[src/sv/sat_polygon_circle_collision_assert.svh]
// ============================================================================
// sat_polygon_circle_collision_assert.svh
// Assertion macros shared by the collision block.
// ============================================================================
`ifndef SAT_POLYGON_CIRCLE_COLLISION_ASSERT_SVH
`define SAT_POLYGON_CIRCLE_COLLISION_ASSERT_SVH

// Same-cycle implication, disabled while reset is asserted.
`define SPCC_ASSERT_IMP(label, clk, rst_n, ante, cons, msg) \
    label: assert property (@(posedge clk) disable iff (!(rst_n)) (ante) |-> (cons)) \
        else $error(msg);

// Next-cycle implication, disabled while reset is asserted.
`define SPCC_ASSERT_NXT(label, clk, rst_n, ante, cons, msg) \
    label: assert property (@(posedge clk) disable iff (!(rst_n)) (ante) |=> (cons)) \
        else $error(msg);

`endif

[src/sv/spcc_ram.sv]
// ============================================================================
// spcc_ram
// Generic simple dual-port RAM, one write port, one registered read port.
// ============================================================================
`default_nettype none

module spcc_ram #(
    parameter int WIDTH = 64,
    parameter int DEPTH = 32
) (
    input  wire logic                     i_clk,
    input  wire logic                     i_we,
    input  wire logic [$clog2(DEPTH)-1:0] i_waddr,
    input  wire logic [WIDTH-1:0]         i_wdata,
    input  wire logic [$clog2(DEPTH)-1:0] i_raddr,
    output logic      [WIDTH-1:0]         o_rdata
);

    logic [WIDTH-1:0] r_mem [DEPTH];
    logic [WIDTH-1:0] r_rdata;

    always_ff @(posedge i_clk) begin
        if (i_we) begin
            r_mem[i_waddr] <= i_wdata;
        end
        r_rdata <= r_mem[i_raddr];
    end

    assign o_rdata = r_rdata;

endmodule

`default_nettype wire

[config.mk]
export PLATFORM = sky130hd
export DESIGN_NAME = spcc_ram
export DESIGN_NICKNAME = d
export VERILOG_FILES = /design/src/sv/sat_polygon_circle_collision_assert.svh /design/src/sv/spcc_ram.sv
export SDC_FILE = /design/constraint.sdc
export NUM_CORES = 2
export LEC_CHECK = 0
export ABC_AREA = 1
export BUFFER_PORTS_ARGS = -buffer_cell sky130_fd_sc_hd__buf_2
export CAP_MARGIN = 20
export CORE_ASPECT_RATIO = 1.75
export CORE_UTILIZATION = 50
export CTS_BUF_LIST = sky130_fd_sc_hd__clkbuf_4 sky130_fd_sc_hd__clkbuf_8
export DETAILED_ROUTE_END_ITERATION = 16
export GPL_ROUTABILITY_DRIVEN = 0
export HOLD_SLACK_MARGIN = 0.1
export PLACE_DENSITY = 0.66
export SYNTH_ARGS = -nofsm -noshare
export SYNTH_HDL_FRONTEND = slang
export SYNTH_SLANG_ARGS = --single-unit
[constraint.sdc]
create_clock -name i_clk -period 5.31 [get_ports i_clk]
set_input_delay 1.3275 -clock i_clk [delete_from_list [all_inputs] [get_ports i_clk]]
set_output_delay 1.3275 -clock i_clk [all_outputs]
set_load 0.02 [all_outputs]
# After elaboration in Yosys (flattened, before gate mapping)
# Memories as Yosys holds them, arrays and structs flattened. A register that Yosys moved wholly into a read port is not among the register bits.
# Index checks and enable logic that the tools add are counted.
# Widths: inputs -> output; s select.
[classes]
n_mux = 2
[op_table]
columns = ["op", "count"]
rows = [
  ["$mux 1", 2],
]
[totals]
ff_bits = 0
ram_bits = 2048
out_inout_bits = 64
n_memories = 1
[mem_list]
columns = ["name", "depth", "word_bits", "rd", "rd_clocked_by_memory_dff", "wr", "line_no", "rtl"]
rows = [
  ["r_mem", 32, 64, 1, 1, 1, "spcc_ram.sv:19", "logic [WIDTH-1:0] r_mem [DEPTH];"],
]

# Depth between registers and ports, before layout
[logic_depth]
depth_word = 2
mapped_depth = 12
ltp_nobuf = 9

# Least setup slack after synthesis
# Ideal clock, no wire load.
[synth_path]
path_type = "input-to-reg"
startpoint = "input i_waddr[0]"
endpoint = "memory r_mem[0][0], enable pin"
setup_ns = 0.486
arrival_time_ns = 4.305
setup_slack_ns = 0.519
stages = 3
cell_sequence = "inv_1 -> nand3_1 -> nor2_1"
[synth_lines]
columns = ["item", "line_no", "rtl"]
rows = [
  ["start: declaration", "spcc_ram.sv:13", "input wire logic [$clog2(DEPTH)-1:0] i_waddr,"],
  ["end: declaration", "spcc_ram.sv:19", ""],
]
# No word-level cell before the write port.

==> impl_metrics.env <==
export IMPL_grt_pass1_vias=53300
export IMPL_setup_viol=0
export IMPL_rsz0062_at_grt="no"
export IMPL_clock_sinks=2112
export IMPL_path_clk_slew_ps=70
export IMPL_timing_rr_start="r_mem[29][55]"
export IMPL_n_fill_cell=13400
export IMPL_synth_cell_types=13
export IMPL_hp_start="r_mem[26][32]"
export IMPL_numPortBuffers=139
export IMPL_relSlewSlack_pct=7.12
export IMPL_layout_nets=6967
export IMPL_cts_resized=0
export IMPL_final_common_cell="nand2_1"
export IMPL_routed_wl_um=227000
export IMPL_multi_input_area_um2=18300
export IMPL_powerDensity_nw_per_um2=363
export IMPL_syn_to_final_growth_pct=11.1
export IMPL_slew_viol_final=0
export IMPL_final_layout_size_suffix_gt1_share_pct=10.8
export IMPL_die_height_um=541
export IMPL_ys_seq_elements=2112
export IMPL_hold_path_class="flip-flop to flip-flop"
export IMPL_place_area_um2=86300
export IMPL_hpwl_um=111000
export IMPL_ant_nets=0
export IMPL_period_needed_ps=3110
export IMPL_p_seq_share_pct=55.7
export IMPL_ctsHtreeMaxLevel=5
export IMPL_ctsHoldBuffers=0
export IMPL_syn_num_nets=6844
export IMPL_die_area_um2=168000
export IMPL_path_cells="buf_8, inv_8, buf_4, buf_4, nand3_1, nand3_1, nand3_1, nand2_1"
export IMPL_grt_max_degree=229
export IMPL_yosys_warnings=0
export IMPL_vias=54500
export IMPL_wl_per_cell_um=24.4
export IMPL_fin_skew_ps=56.4
export IMPL_fmaxAchievable_ghz=0.322
export IMPL_syn_inst=6768
export IMPL_seq_area_frac_synth_pct=75.6
export IMPL_crit_arrival_ps=3890
export IMPL_leakage_nw=32.9
export IMPL_cts_buffers=298
export IMPL_fp_dieW_um=310
export IMPL_pwr_share_clk_pct=38.1
export IMPL_maxCapViolCount=0
export IMPL_cts_tree="done"
export IMPL_ir_drop_v=0.000234
export IMPL_critPathLaunchType="input port"
export IMPL_start_util_pct=50.4
export IMPL_layout_common_cells="nand2_1, edfxtp_1, nand3_1, clkbuf_8, buf_2"
export IMPL_switchingPower_mw=7.71
export IMPL_cts_buffer_depth=4
export IMPL_finalPower_mw=33.5
export IMPL_clkLatencyLatePin_ps=900
export IMPL_path_class="input port to flip-flop"
export IMPL_antenna_found_initial=14
export IMPL_core_area_um2=165000
export IMPL_drt_iter0_markers=5667
export IMPL_cp_end_kind="flip-flop"
export IMPL_p_sw_share_pct=23.0
export IMPL_regArea_um2=62800
export IMPL_outcome="finished clean"
export IMPL_crit_family="buffers and inverters"
export IMPL_finalCritPeriodShare_pct=58.5
export IMPL_drtPass1Iterations=6
export IMPL_final_hold_viol_count=0
export IMPL_cp_data_required_time_ps=6090
export IMPL_overflow=0
export IMPL_stdcell_area_um2=92200
export IMPL_cp_num_buf_inv=4
export IMPL_crit_start="i_raddr[2]"
export IMPL_worst_slew_pin_slew_ps=1390
export IMPL_synth_area_per_cell_um2=12.3
export IMPL_root_buffer="clkbuf_8"
export IMPL_combPwrFrac_pct=6.2
export IMPL_vias_per_cell=5.85
export IMPL_gr_usage_all_layers_pct=27.0
export IMPL_cts_repair_timing_setup_buffer_count=0
export IMPL_ioPinCount=140
export IMPL_critPathSlowestCell="buf_4"
export IMPL_rows=197
export IMPL_grt_pass1_wl_um=336000
export IMPL_drc=0
export IMPL_p_int_mw=25.8
export IMPL_max_stage_delay_ps=730
export IMPL_path_max_fanout=84
export IMPL_tns_ps=0
export IMPL_synth_area_um2=83000
export IMPL_crit_top_cell="nand3_1"
-- metrics by stage --
step                      setup slack [ps]  hold slack (ps)  util (%)  std cells
after floorplan                        519              640         -       6768
after global placement                1450              672      52.4       8780
after detailed placement              1420              680      52.4       8780
after CTS                             2280              686      56.0       9308
after global routing                  2190              753      56.0       9311
final                                 2200              687      56.0       9312
-- sequential cells by signal, indices dropped and copies added, names as in the netlist --
register,count
r_mem,2048
o_rdata,64
-- path summary, 6_finish.rpt --
kind | end | slack, ps | cells past startpoint
max | o_rdata[11] | 2200 | 8
min | o_rdata[32] | 690 | 6
max reg2reg | o_rdata[55] | 3930 | 6
min reg2reg | o_rdata[32] | 690 | 6
-- layout make-up --
class                   count  area share [%]
well taps                2189            2.97
clock inverters           109           0.848
multi-input cells        4208            19.8
clock buffers             419            5.57
repair buffers            261            2.59
diodes                      4          0.0109
inverters                  10          0.0828
flip-flops and latches   2112            68.1
-- worst register-to-register path: stages (launching register included) --
cell,delay (ps)
edfxtp_1,360
nand2_1,80
nand3_1,120
nand3_1,130
nand3_1,90
nand3_1,350
nand2_1,120
-- logic make-up (layout without fill, tap and decap cells) --
| group | Yosys count | in the layout | share of synthesized area, % |
|---|---|---|---|
| flip-flops | 2112 | 2112 | 75.6 |
| buffers and inverters | 448 | 799 | 2.61 |
| AND/OR/NAND/NOR | 4208 | 4208 | 21.7 |
| other | 0 | 4 | 0 |
-- synthesized netlist by cell type --
cell type / instances / area (µm²)
nand2_1: 2376 / 8920
edfxtp_1: 2048 / 61500
nand3_1: 1800 / 9010
buf_2: 275 / 1380
clkbuf_1: 82 / 308
dfxtp_1: 64 / 1280
buf_1: 49 / 184
nor2_1: 32 / 120
buf_4: 28 / 210
inv_1: 7 / 26.3
buf_6: 4 / 45.0
inv_2: 2 / 7.51
inv_4: 1 / 6.26
-- per-layer routing --
metal	vias to the layer above	track usage, %	part of all wire, %
li1	24200	-	-
met4	12	12.0	4.4
met5	-	0	0.034
met2	2577	46.3	50
met3	570	3.55	7.2
met1	27100	33.9	38
-- power groups by stage --
| stage | Clock, mW | Sequential, mW | Combinational (mW) |
|---|---|---|---|
| detailed placement | 0 | 19.0 | 2.06 |
| finish | 12.8 | 18.6 | 2.07 |
| global route | 13.6 | 18.6 | 2.25 |
| floorplan | 0 | 19.0 | 1.13 |
| global placement | 0 | 19.0 | 2.03 |
| CTS | 12.9 | 18.6 | 2.06 |
No activity file was read; power rests on OpenSTA's default activity.
